--- src/design/pdaw_pkg.sv ---
// Shared types and constants for the PID controller with deadzones and
// integral clamp. No dependencies; every other design file uses this package.
`timescale 1ns / 1ps
`default_nettype none

package pdaw_pkg;

    localparam int GAIN_W     = 24;
    localparam int PERIOD_W   = 24;
    localparam int ILIM_W     = 47;
    localparam int OLIM_W     = 15;
    localparam int IDZ_W      = 16;
    localparam int ODZ_W      = 15;
    localparam int CFG_DATA_W = 47;
    localparam int CFG_IDX_W  = 3;
    localparam int SAMPLE_W   = 16;
    localparam int ERR_W      = 17;
    localparam int DIFF_W     = 18;
    localparam int INTEG_W    = 48;
    localparam int INT_FRAC   = 24;
    localparam int OUT_FRAC   = 16;
    localparam int MUL_W      = 25;
    localparam int PROD_W     = 50;
    localparam int ACC_W      = 52;
    localparam int SAT_W      = 32;
    localparam int DRIVE_W    = 16;

    localparam logic [CFG_IDX_W-1:0] REG_KP      = 3'd0;
    localparam logic [CFG_IDX_W-1:0] REG_KI      = 3'd1;
    localparam logic [CFG_IDX_W-1:0] REG_KD      = 3'd2;
    localparam logic [CFG_IDX_W-1:0] REG_PERIOD  = 3'd3;
    localparam logic [CFG_IDX_W-1:0] REG_ILIMIT  = 3'd4;
    localparam logic [CFG_IDX_W-1:0] REG_OLIMIT  = 3'd5;
    localparam logic [CFG_IDX_W-1:0] REG_IDZ     = 3'd6;
    localparam logic [CFG_IDX_W-1:0] REG_ODZ     = 3'd7;

    localparam logic [OLIM_W-1:0] OLIMIT_RESET = 15'h7FFF;

    typedef struct packed {
        logic [GAIN_W-1:0]   kp_gain;
        logic [GAIN_W-1:0]   ki_gain;
        logic [GAIN_W-1:0]   kd_gain;
        logic [PERIOD_W-1:0] sample_period;
        logic [ILIM_W-1:0]   integral_limit;
        logic [OLIM_W-1:0]   output_limit;
        logic [IDZ_W-1:0]    input_deadzone;
        logic [ODZ_W-1:0]    output_deadzone;
    } cfg_t;

    // register bank after reset: output_limit at full scale, all others zero
    localparam cfg_t CFG_RESET = cfg_t'({{(3*GAIN_W+PERIOD_W+ILIM_W){1'b0}},
                                        OLIMIT_RESET,
                                        {(IDZ_W+ODZ_W){1'b0}}});

    typedef enum logic [2:0] {
        MUL_EP,
        MUL_P,
        MUL_D,
        MUL_IH,
        MUL_IL
    } mul_sel_t;

    typedef enum logic [1:0] {
        ACC_NONE,
        ACC_LOAD,
        ACC_ADD,
        ACC_ADD_SHR
    } acc_op_t;

    typedef struct packed {
        logic     err_load;
        logic     mul_en;
        mul_sel_t mul_sel;
        logic     int_update;
        acc_op_t  acc_op;
        logic     sat_load;
        logic     drive_load;
    } dp_cmd_t;

    typedef enum logic [3:0] {
        ST_IDLE,
        ST_MUL_EP,
        ST_INT,
        ST_MUL_P,
        ST_ACC_P,
        ST_MUL_D,
        ST_ACC_D,
        ST_MUL_IH,
        ST_ACC_IH,
        ST_MUL_IL,
        ST_ACC_IL,
        ST_SAT,
        ST_OUT
    } state_t;

endpackage

`default_nettype wire

--- src/design/pdaw_regs.sv ---
// Configuration register bank for the PID controller.
// Depends on pdaw_pkg for register indexes, widths and cfg_t.
`timescale 1ns / 1ps
`default_nettype none

module pdaw_regs
(
    input  wire logic                              clk,
    input  wire logic                              rst_n,
    input  wire logic                              cfg_we,
    input  wire logic [pdaw_pkg::CFG_IDX_W-1:0]    cfg_index,
    input  wire logic [pdaw_pkg::CFG_DATA_W-1:0]   cfg_data,
    output pdaw_pkg::cfg_t                         cfg
);

    pdaw_pkg::cfg_t cfg_reg;
    pdaw_pkg::cfg_t cfg_next;

    always_comb
    begin
        cfg_next = cfg_reg;
        if (cfg_we)
        begin
            case (cfg_index)
                pdaw_pkg::REG_KP:
                    cfg_next.kp_gain = cfg_data[pdaw_pkg::GAIN_W-1:0];
                pdaw_pkg::REG_KI:
                    cfg_next.ki_gain = cfg_data[pdaw_pkg::GAIN_W-1:0];
                pdaw_pkg::REG_KD:
                    cfg_next.kd_gain = cfg_data[pdaw_pkg::GAIN_W-1:0];
                pdaw_pkg::REG_PERIOD:
                    cfg_next.sample_period = cfg_data[pdaw_pkg::PERIOD_W-1:0];
                pdaw_pkg::REG_ILIMIT:
                    cfg_next.integral_limit = cfg_data[pdaw_pkg::ILIM_W-1:0];
                pdaw_pkg::REG_OLIMIT:
                    cfg_next.output_limit = cfg_data[pdaw_pkg::OLIM_W-1:0];
                pdaw_pkg::REG_IDZ:
                    cfg_next.input_deadzone = cfg_data[pdaw_pkg::IDZ_W-1:0];
                pdaw_pkg::REG_ODZ:
                    cfg_next.output_deadzone = cfg_data[pdaw_pkg::ODZ_W-1:0];
                default:
                    cfg_next = cfg_reg;
            endcase
        end
    end

    always_ff @(posedge clk or negedge rst_n)
    begin
        if (!rst_n)
        begin
            cfg_reg <= pdaw_pkg::CFG_RESET;
        end
        else
        begin
            cfg_reg <= cfg_next;
        end
    end

    assign cfg = cfg_reg;

endmodule

`default_nettype wire

--- src/design/pdaw_ctrl.sv ---
// Sequencer for the PID controller: steps one word through the shared
// multiplier and accumulator and owns the handshake. Depends on pdaw_pkg.
`timescale 1ns / 1ps
`default_nettype none

module pdaw_ctrl
(
    input  wire logic        clk,
    input  wire logic        rst_n,
    input  wire logic        in_valid,
    output logic             in_stall,
    output logic             out_valid,
    input  wire logic        out_stall,
    output pdaw_pkg::dp_cmd_t cmd
);

    pdaw_pkg::state_t state_reg;
    pdaw_pkg::state_t state_next;
    logic             out_valid_reg;
    logic             out_valid_next;
    logic             out_free;

    // output slot can take a new word when empty or being drained this cycle
    assign out_free = !out_valid_reg || !out_stall;

    always_comb
    begin
        state_next = state_reg;
        case (state_reg)
            pdaw_pkg::ST_IDLE:   if (in_valid) state_next = pdaw_pkg::ST_MUL_EP;
            pdaw_pkg::ST_MUL_EP: state_next = pdaw_pkg::ST_INT;
            pdaw_pkg::ST_INT:    state_next = pdaw_pkg::ST_MUL_P;
            pdaw_pkg::ST_MUL_P:  state_next = pdaw_pkg::ST_ACC_P;
            pdaw_pkg::ST_ACC_P:  state_next = pdaw_pkg::ST_MUL_D;
            pdaw_pkg::ST_MUL_D:  state_next = pdaw_pkg::ST_ACC_D;
            pdaw_pkg::ST_ACC_D:  state_next = pdaw_pkg::ST_MUL_IH;
            pdaw_pkg::ST_MUL_IH: state_next = pdaw_pkg::ST_ACC_IH;
            pdaw_pkg::ST_ACC_IH: state_next = pdaw_pkg::ST_MUL_IL;
            pdaw_pkg::ST_MUL_IL: state_next = pdaw_pkg::ST_ACC_IL;
            pdaw_pkg::ST_ACC_IL: state_next = pdaw_pkg::ST_SAT;
            pdaw_pkg::ST_SAT:    state_next = pdaw_pkg::ST_OUT;
            pdaw_pkg::ST_OUT:    if (out_free) state_next = pdaw_pkg::ST_IDLE;
            default:             state_next = pdaw_pkg::ST_IDLE;
        endcase
    end

    always_comb
    begin
        cmd            = '0;
        cmd.mul_sel    = pdaw_pkg::MUL_EP;
        cmd.acc_op     = pdaw_pkg::ACC_NONE;
        in_stall       = 1'b1;
        case (state_reg)
            pdaw_pkg::ST_IDLE:
            begin
                in_stall     = 1'b0;
                cmd.err_load = in_valid;
            end
            pdaw_pkg::ST_MUL_EP:
            begin
                cmd.mul_en  = 1'b1;
                cmd.mul_sel = pdaw_pkg::MUL_EP;
            end
            pdaw_pkg::ST_INT:
                cmd.int_update = 1'b1;
            pdaw_pkg::ST_MUL_P:
            begin
                cmd.mul_en  = 1'b1;
                cmd.mul_sel = pdaw_pkg::MUL_P;
            end
            pdaw_pkg::ST_ACC_P:
                cmd.acc_op = pdaw_pkg::ACC_LOAD;
            pdaw_pkg::ST_MUL_D:
            begin
                cmd.mul_en  = 1'b1;
                cmd.mul_sel = pdaw_pkg::MUL_D;
            end
            pdaw_pkg::ST_ACC_D:
                cmd.acc_op = pdaw_pkg::ACC_ADD;
            pdaw_pkg::ST_MUL_IH:
            begin
                cmd.mul_en  = 1'b1;
                cmd.mul_sel = pdaw_pkg::MUL_IH;
            end
            pdaw_pkg::ST_ACC_IH:
                cmd.acc_op = pdaw_pkg::ACC_ADD;
            pdaw_pkg::ST_MUL_IL:
            begin
                cmd.mul_en  = 1'b1;
                cmd.mul_sel = pdaw_pkg::MUL_IL;
            end
            pdaw_pkg::ST_ACC_IL:
                cmd.acc_op = pdaw_pkg::ACC_ADD_SHR;
            pdaw_pkg::ST_SAT:
                cmd.sat_load = 1'b1;
            pdaw_pkg::ST_OUT:
                cmd.drive_load = out_free;
            default:
                cmd = '0;
        endcase
    end

    always_comb
    begin
        out_valid_next = out_valid_reg;
        if (cmd.drive_load)
            out_valid_next = 1'b1;
        else if (!out_stall)
            out_valid_next = 1'b0;
    end

    always_ff @(posedge clk or negedge rst_n)
    begin
        if (!rst_n)
        begin
            state_reg     <= pdaw_pkg::ST_IDLE;
            out_valid_reg <= 1'b0;
        end
        else
        begin
            state_reg     <= state_next;
            out_valid_reg <= out_valid_next;
        end
    end

    assign out_valid = out_valid_reg;

endmodule

`default_nettype wire

--- src/design/pdaw_dp.sv ---
// Datapath for the PID controller: error and deadzone, integral with clamp,
// shared 25x25 multiplier, accumulator, saturation and output deadzone.
// Depends on pdaw_pkg.
`timescale 1ns / 1ps
`default_nettype none

module pdaw_dp
(
    input  wire logic                                clk,
    input  wire logic                                rst_n,
    input  wire pdaw_pkg::dp_cmd_t                   cmd,
    input  wire pdaw_pkg::cfg_t                      cfg,
    input  wire logic signed [pdaw_pkg::SAMPLE_W-1:0] measurement,
    input  wire logic signed [pdaw_pkg::SAMPLE_W-1:0] setpoint,
    output logic signed [pdaw_pkg::DRIVE_W-1:0]      drive_out
);

    // error and deadzone
    logic signed [pdaw_pkg::ERR_W-1:0]   err_raw;
    logic        [pdaw_pkg::ERR_W-1:0]   err_mag;
    logic signed [pdaw_pkg::ERR_W-1:0]   err_reg;
    logic signed [pdaw_pkg::ERR_W-1:0]   err_next;
    logic signed [pdaw_pkg::ERR_W-1:0]   prev_reg;
    logic signed [pdaw_pkg::DIFF_W-1:0]  diff_reg;

    // integral
    logic signed [pdaw_pkg::INTEG_W-1:0] integ_reg;
    logic signed [pdaw_pkg::INTEG_W-1:0] integ_next;
    logic signed [pdaw_pkg::PROD_W-1:0]  integ_sum;
    logic signed [pdaw_pkg::PROD_W-1:0]  ilim_pos;
    logic signed [pdaw_pkg::PROD_W-1:0]  ilim_neg;

    // multiplier
    logic signed [pdaw_pkg::MUL_W-1:0]   mul_a;
    logic signed [pdaw_pkg::MUL_W-1:0]   mul_b;
    logic signed [pdaw_pkg::PROD_W-1:0]  prod_reg;

    // accumulator and output
    logic signed [pdaw_pkg::ACC_W-1:0]   prod_ext;
    logic signed [pdaw_pkg::ACC_W-1:0]   prod_shr_ext;
    logic signed [pdaw_pkg::ACC_W-1:0]   acc_reg;
    logic signed [pdaw_pkg::ACC_W-1:0]   acc_next;
    logic signed [pdaw_pkg::ACC_W-1:0]   olim_pos;
    logic signed [pdaw_pkg::ACC_W-1:0]   olim_neg;
    logic signed [pdaw_pkg::ACC_W-1:0]   sat_full;
    logic signed [pdaw_pkg::SAT_W-1:0]   sat_reg;
    logic        [pdaw_pkg::SAT_W-1:0]   sat_mag;
    logic        [pdaw_pkg::ODZ_W-1:0]   drive_mag;
    logic signed [pdaw_pkg::DRIVE_W-1:0] drive_next;
    logic signed [pdaw_pkg::DRIVE_W-1:0] drive_reg;

    assign err_raw = {setpoint[pdaw_pkg::SAMPLE_W-1], setpoint}
                   - {measurement[pdaw_pkg::SAMPLE_W-1], measurement};
    assign err_mag = err_raw[pdaw_pkg::ERR_W-1] ? -err_raw : err_raw;
    assign err_next = (err_mag < {1'b0, cfg.input_deadzone}) ? '0 : err_raw;

    // integral + error*period, clamped to the symmetric limit
    assign integ_sum = {{2{integ_reg[pdaw_pkg::INTEG_W-1]}}, integ_reg} + prod_reg;
    assign ilim_pos  = {3'b000, cfg.integral_limit};
    assign ilim_neg  = -ilim_pos;

    always_comb
    begin
        if (integ_sum > ilim_pos)
            integ_next = ilim_pos[pdaw_pkg::INTEG_W-1:0];
        else if (integ_sum < ilim_neg)
            integ_next = ilim_neg[pdaw_pkg::INTEG_W-1:0];
        else
            integ_next = integ_sum[pdaw_pkg::INTEG_W-1:0];
    end

    always_comb
    begin
        case (cmd.mul_sel)
            pdaw_pkg::MUL_EP:
            begin
                mul_a = {{8{err_reg[pdaw_pkg::ERR_W-1]}}, err_reg};
                mul_b = {1'b0, cfg.sample_period};
            end
            pdaw_pkg::MUL_P:
            begin
                mul_a = {cfg.kp_gain[pdaw_pkg::GAIN_W-1], cfg.kp_gain};
                mul_b = {{8{err_reg[pdaw_pkg::ERR_W-1]}}, err_reg};
            end
            pdaw_pkg::MUL_D:
            begin
                mul_a = {cfg.kd_gain[pdaw_pkg::GAIN_W-1], cfg.kd_gain};
                mul_b = {{7{diff_reg[pdaw_pkg::DIFF_W-1]}}, diff_reg};
            end
            pdaw_pkg::MUL_IH:
            begin
                mul_a = {cfg.ki_gain[pdaw_pkg::GAIN_W-1], cfg.ki_gain};
                mul_b = {integ_reg[pdaw_pkg::INTEG_W-1],
                         integ_reg[pdaw_pkg::INTEG_W-1:pdaw_pkg::INT_FRAC]};
            end
            pdaw_pkg::MUL_IL:
            begin
                mul_a = {cfg.ki_gain[pdaw_pkg::GAIN_W-1], cfg.ki_gain};
                mul_b = {1'b0, integ_reg[pdaw_pkg::INT_FRAC-1:0]};
            end
            default:
            begin
                mul_a = '0;
                mul_b = '0;
            end
        endcase
    end

    // low integral part: arithmetic shift floors the partial product
    assign prod_ext     = {{2{prod_reg[pdaw_pkg::PROD_W-1]}}, prod_reg};
    assign prod_shr_ext = {{26{prod_reg[pdaw_pkg::PROD_W-1]}},
                           prod_reg[pdaw_pkg::PROD_W-1:pdaw_pkg::INT_FRAC]};

    always_comb
    begin
        case (cmd.acc_op)
            pdaw_pkg::ACC_NONE:    acc_next = acc_reg;
            pdaw_pkg::ACC_LOAD:    acc_next = prod_ext;
            pdaw_pkg::ACC_ADD:     acc_next = acc_reg + prod_ext;
            pdaw_pkg::ACC_ADD_SHR: acc_next = acc_reg + prod_shr_ext;
            default:               acc_next = acc_reg;
        endcase
    end

    assign olim_pos = {21'd0, cfg.output_limit, 16'd0};
    assign olim_neg = -olim_pos;

    always_comb
    begin
        if (acc_reg > olim_pos)
            sat_full = olim_pos;
        else if (acc_reg < olim_neg)
            sat_full = olim_neg;
        else
            sat_full = acc_reg;
    end

    // truncate toward zero, then drop magnitudes inside the output deadzone
    assign sat_mag   = sat_reg[pdaw_pkg::SAT_W-1] ? -sat_reg : sat_reg;
    assign drive_mag = sat_mag[pdaw_pkg::SAT_W-2:pdaw_pkg::OUT_FRAC];

    always_comb
    begin
        if (drive_mag < cfg.output_deadzone)
            drive_next = '0;
        else if (sat_reg[pdaw_pkg::SAT_W-1])
            drive_next = -$signed({1'b0, drive_mag});
        else
            drive_next = {1'b0, drive_mag};
    end

    always_ff @(posedge clk or negedge rst_n)
    begin
        if (!rst_n)
        begin
            integ_reg <= '0;
            prev_reg  <= '0;
        end
        else if (cmd.int_update)
        begin
            integ_reg <= integ_next;
            prev_reg  <= err_reg;
        end
    end

    always_ff @(posedge clk)
    begin
        if (cmd.err_load)
            err_reg <= err_next;
        if (cmd.int_update)
            diff_reg <= {err_reg[pdaw_pkg::ERR_W-1], err_reg}
                      - {prev_reg[pdaw_pkg::ERR_W-1], prev_reg};
        if (cmd.mul_en)
            prod_reg <= mul_a * mul_b;
        acc_reg <= acc_next;
        if (cmd.sat_load)
            sat_reg <= sat_full[pdaw_pkg::SAT_W-1:0];
        if (cmd.drive_load)
            drive_reg <= drive_next;
    end

    assign drive_out = drive_reg;

endmodule

`default_nettype wire

--- src/design/pid_deadzone_antiwindup.sv ---
// PID controller with input deadzone, clamped integral and output saturation.
// Each accepted input word passes five times through the shared 25x25 multiplier
// (error*period, then P, D and high and low integral terms, the last four each
// followed by an accumulate step). A new word is taken only back in the idle state;
// a stalled output word holds the next result until it drains.
// Reset: asynchronous active low; clears integral and previous error, output_limit 32767.
`timescale 1ns / 1ps
`default_nettype none

module pid_deadzone_antiwindup
(
    input  wire logic                                 clk,
    input  wire logic                                 rst_n,
    input  wire logic                                 in_valid,
    output logic                                      in_stall,
    input  wire logic signed [pdaw_pkg::SAMPLE_W-1:0] measurement,
    input  wire logic signed [pdaw_pkg::SAMPLE_W-1:0] setpoint,
    output logic                                      out_valid,
    input  wire logic                                 out_stall,
    output logic signed [pdaw_pkg::DRIVE_W-1:0]       drive_out,
    input  wire logic                                 cfg_we,
    input  wire logic [pdaw_pkg::CFG_IDX_W-1:0]       cfg_index,
    input  wire logic [pdaw_pkg::CFG_DATA_W-1:0]      cfg_data
);

    pdaw_pkg::cfg_t    cfg;
    pdaw_pkg::dp_cmd_t cmd;

    pdaw_regs u_regs
    (
        .clk       (clk),
        .rst_n     (rst_n),
        .cfg_we    (cfg_we),
        .cfg_index (cfg_index),
        .cfg_data  (cfg_data),
        .cfg       (cfg)
    );

    pdaw_ctrl u_ctrl
    (
        .clk       (clk),
        .rst_n     (rst_n),
        .in_valid  (in_valid),
        .in_stall  (in_stall),
        .out_valid (out_valid),
        .out_stall (out_stall),
        .cmd       (cmd)
    );

    pdaw_dp u_dp
    (
        .clk         (clk),
        .rst_n       (rst_n),
        .cmd         (cmd),
        .cfg         (cfg),
        .measurement (measurement),
        .setpoint    (setpoint),
        .drive_out   (drive_out)
    );

endmodule

`default_nettype wire
--- config.mk ---
export PLATFORM = sky130hd
export DESIGN_NAME = pid_deadzone_antiwindup
export DESIGN_NICKNAME = d
export VERILOG_FILES = /design/src/design/pdaw_pkg.sv /design/src/design/pdaw_regs.sv /design/src/design/pdaw_ctrl.sv /design/src/design/pdaw_dp.sv /design/src/design/pid_deadzone_antiwindup.sv
export SDC_FILE = /design/constraint.sdc
export NUM_CORES = 2
export LEC_CHECK = 0
export BUFFER_PORTS_ARGS = -buffer_cell sky130_fd_sc_hd__buf_2
export CORE_MARGIN = 4
export CORE_UTILIZATION = 60
export CTS_CLUSTER_DIAMETER = 100
export DETAILED_ROUTE_END_ITERATION = 10
export PLACE_DENSITY_LB_ADDON = 0.1
export SETUP_SLACK_MARGIN = 0.1
export SYNTH_ARGS = -nofsm -noshare
export SYNTH_HDL_FRONTEND = slang
export SYNTH_HIERARCHICAL = 1
export SYNTH_SLANG_ARGS = --single-unit
--- constraint.sdc ---
create_clock -name clk -period 29.1 [get_ports clk]
set_input_delay 1.455 -clock clk [delete_from_list [all_inputs] [get_ports clk]]
set_output_delay 1.455 -clock clk [all_outputs]
set_load 0.02 [all_outputs]
Yosys cells after proc, flatten, opt, wreduce, memory -nomap -nowiden
Cells that the tools add are included.
{ "word_totals": {"inputBits": 87, "output_inout_bits": 18, "reg_bits": 444} }
{ "op_classes": {"n_eq_ne": 29, "magnitude_cmp": 6, "reduce_logical": 19, "bitwise": 1, "multipliers": 1, "add_sub_neg": 10, "mux": 22} }
{ "ops": {"columns": ["cell", "n"], "rows": [
  ["$pmux W52 S3", 1],
  ["$pmux W25 S5", 1],
  ["$pmux W25 S4", 1],
  ["$mux W48", 2],
  ["$mux W31", 2],
  ["$add A52 B26 Y52", 1],
  ["$add A52 B50 Y52", 1],
  ["$gt A52 B32 Y1", 1],
  ["$lt A52 B52 Y1", 1],
  ["$neg A31 Y52", 1],
  ["$pmux W4 S13", 1],
  ["$add A50 B50 Y50", 1],
  ["$gt A50 B48 Y1", 1],
  ["$lt A50 B50 Y1", 1],
  ["$mul A25 B25 Y50", 1],
  ["$neg A47 Y50", 1],
  ["$mux W32", 1],
  ["$neg A31 Y31", 1],
  ["$eq A4 B4 Y1 const B", 5],
  ["$pmux W4 S5", 1],
  ["$reduce_and A2 Y1", 9],
  ["$sub A17 B17 Y18", 1],
  ["$lt A17 B16 Y1", 1],
  ["$mux W17", 1],
  ["other kinds (25)", 50]
]} }

Depth between registers and ports, before layout
{ "logic_depth": {"ltp_word": 6, "ltp_mapped": 37, "ltp_nobuf": 33} }

Hierarchy
The synthesis kept the hierarchy.
{ "modules_own_cells": {"columns": ["module", "cells_per_inst", "area_each_um2", "n_inst", "seq_area_each_um2"], "rows": [
  ["pdaw_dp", 5417, 47655.7, 1, 7181.9],
  ["pdaw_regs", 408, 7174.4, 1, 4748.3],
  ["pdaw_ctrl", 46, 365.4, 1, 125.1]
]} }

Worst setup path after synthesis
Ideal clock, no wire load.
{ "synth_path": {"kind": "reg-to-reg", "startpoint": "reg u_ctrl.state_reg[3]", "endpoint": "reg u_dp/prod_reg[46] (netlist bit) (data pin)", "setup_slack_ps": 19420, "arrival_ps": 9418, "stages_incl_launch_ff": 36, "required_ps": 28838, "n_path_buf": 6, "synth_period_minus_slack_ps": 9680, "setup_ps": 262, "cell_sequence": "dfrtp_1 > nor2b_2 > and2_1 > clkbuf_1 > clkbuf_1 > buf_1 > buf_1 > mux2i_1 > o21ai_0 > a22o_1 > clkbuf_1 > nand2_1 > fa_1 > inv_1 > fa_1 > inv_1 > fa_1 > fa_1 > inv_1 > fa_1 > fa_1 > inv_1 > fa_1 > inv_1 > ha_1 > clkbuf_1 > nand2_1 > o211ai_1 > o311a_1 > nor4_1 > a21oi_1 > o41ai_1 > o21ai_0 > a211oi_1 > a21oi_1 > xor2_1"} }
{ "synth_rtl": {"columns": ["item", "line", "source"], "rows": [
  ["start: declaration", "pdaw_ctrl.sv:17", "pdaw_pkg::state_t state_reg;"],
  ["start signal: assignment", "pdaw_ctrl.sv:116", "state_reg <= pdaw_pkg::ST_IDLE;"],
  ["start signal: assignment", "pdaw_ctrl.sv:121", "state_reg <= state_next;"],
  ["end signal: assignment", "pdaw_dp.sv:174", "prod_reg <= mul_a * mul_b;"],
  ["end: declaration", "pdaw_dp.sv:36", "logic signed [pdaw_pkg::PROD_W-1:0] prod_reg;"]
]} }

==> reports/metrics.cfg <==
[synthesis]
avgSynthCellArea_sq_um=9.40
seq_area_frac_synth=0.218
yosysWarningCount=6
synthDominantAreaCellType=sky130_fd_sc_hd__fa_1
synthArstFlopShare=0.583
synth.cell_area_sq_um=55200
synth.distinct_cells=97
number_of_enable_flip_flop_cells_after_synthesis=185
ys_top_cells_by_area=sky130_fd_sc_hd__fa_1 (23%), sky130_fd_sc_hd__dfrtp_1 (11%), sky130_fd_sc_hd__ha_1 (10%)
synth_nets=7058
ys.flop_type=sky130_fd_sc_hd__dfrtp_1
synth_cells=5871
synth_top_area_share=0.234
ys_ff_latch=444

[layout]
most-common-layout-cells=sky130_fd_sc_hd__inv_1 (901), sky130_fd_sc_hd__fa_1 (646), sky130_fd_sc_hd__nand2_1 (544)
syn_to_final_growth_pct=6.35
finalNetCount=7031
final_cell_area_sq_um=58700
layout-drive-gt1-share=0.105
layout.cells.most_common=sky130_fd_sc_hd__inv_1
number_of_flip_flops_in_the_largest_register=189

[routing]
drc=0
detailroute.via_count=43700
drt-initial-drc-count=4153
detail_route.wirelength_microns=174000
route.antenna.remaining_nets=0
wl_per_cell_microns=24.6
routed_via_density=6.18
first_pass_iters=6

[floorplanning]
dieHeight_microns=311
core_region_sq_um=90700
num_rows=110
initial_utilization=0.609
io_pins=105
die_x_microns=311
floorplan.die_area_sq_um=96900

[placement]
portBuffers=104
globalplace.congestion=1.02
post-dp-hpwl_microns=135000
dpl-instance-area_sq_um=56800

[setup_path]
crit-reg2reg-launch=u_ctrl/state_reg[2]
worst_ep_required_time_ns=29.51
worst_setup_path_startpoint=u_ctrl/state_reg[2]
timing.critical_path.arrival_ns=12.29
slowest_stage=sky130_fd_sc_hd__a31oi_2
timing.critical_path.from_type=register
most_repeated_library_cell_on_the_critical_path=sky130_fd_sc_hd__fa_1
path_buf_inv=4
cell_type_group_with_the_largest_total_delay_on_the_critical_path=adder cells
critical_path.max_stage_delay_ns=1.00
criticalPathCategory=register to register
worstPathMaxFanout=61
worstSetupEndpointType=register

[sta]
hold_viol_final=0
final.min_clock_period_ns=11.88
hold_ws_ns=0.487
setup_viol=0
setup_repair_after_global_routing_missed_its_margin=false
fmax_mhz=84.2
fin_setup_tns_ns=0
timing_max_transition_violations_final=0
slew-limit-headroom=0.125
finalClockSkew_ns=0.0590
min_period_over_period=0.408
timing_worst_slew_pin_value_ns=1.31

[outcome]
run_status=finished, final reports clean

[global_routing]
grt_max_degree=145
grt_antenna_before_repair=11
global_route_wire_length_before_repair_microns=266000
globalRouteTotalUtil=0.359
grt_pass1_vias=43800
grt_remaining_overflow=0

[clock_network]
post_cts.repair.setup_buffers=0
cts-buffers-inserted=52
cts_sinks=444
insertion_delay_of_the_later_clocked_pin_in_the_worst_skew_pair_ns=0.68
cts-resized-gates=0
clock_path_buffers=3
htree_levels=2
clk_pin_slew_worst_paths_ns=0.06
root_buffer=sky130_fd_sc_hd__clkbuf_16
cts_tree=yes
cts-hold-fix-buffers=0

[worst_hold_path]
timing.hold.worst.start=u_regs/cfg[178]
timing.hold.worst.class=register to register

[flow_run]
max_cap_viol_count=0

cell type report:
cell class	instances	area [sq um]
Multi-Input combinational cell	4265	38800
Fill cell	7634	32000
Sequential cell	444	12100
Inverter	903	3390
Tap cell	1176	1470
Clock buffer	66	1440
Timing Repair Buffer	178	1100
Clock inverter	31	428
Antenna cell	3	7.51
logic make-up (layout without fill, tap and decap cells):
group / Yosys count / count (layout) / synth area share
other cells: 0 / 3 / 0
buf+inv: 1162 / 1178 / 0.0821
simple gates: 1541 / 1541 / 0.129
compound gates: 1033 / 1033 / 0.125
mux: 337 / 337 / 0.0681
xor+xnor: 254 / 254 / 0.0404
flops: 444 / 444 / 0.218
fa+ha+maj: 1100 / 1100 / 0.337
synthesized netlist by cell type, drive strengths merged (45+ instances only):
library cell,count
inv,902
fa,646
nand2,546
nor2,473
ha,454
mux2,256
a21oi,254
dfrtp,244
clkbuf,200
o21ai,192
edfxtp,185
xnor2,179
a21o,148
nor3,92
nand3,79
mux2i,76
xor2,75
buf,58
nand4,55
nand2b,45
layer usage:
metal  vias to the layer above  part of all wire  global-route usage
met3                       424              0.11               0.108
met5                         -           0.00013                   0
met2                      1998              0.43               0.542
li1                      19700                 -                   -
met1                     21600              0.40               0.484
met4                         4             0.053               0.154
through the flow:
| stage | worst slack, ns | cells | utilization |
|---|---|---|---|
| finish | 17.22 | 7066 | 0.647 |
| global placement | 17.76 | 6966 | 0.627 |
| detailed placement | 17.40 | 6966 | 0.627 |
| CTS | 17.41 | 7063 | 0.647 |
| global route | 16.52 | 7063 | 0.647 |
| floorplan | 19.42 | 5871 | - |
path summary, 6_finish.rpt:
kind | to | slack, ns | cells past startpoint
hold / removal | u_regs/cfg[178] | 0.49 | 1
setup reg to reg | u_dp/prod_reg[46] | 17.22 | 28
setup / recovery | u_dp/prod_reg[46] | 17.22 | 28
min in group asynchronous | u_regs/cfg[92] | 0.88 | 1
hold reg to reg | u_regs/cfg[178] | 0.49 | 1
max in group asynchronous | u_regs/cfg[29] | 26.77 | 2
Power is not shown: default switching activity piles up to over one toggle a cycle in this logic, so the estimate is an artifact.
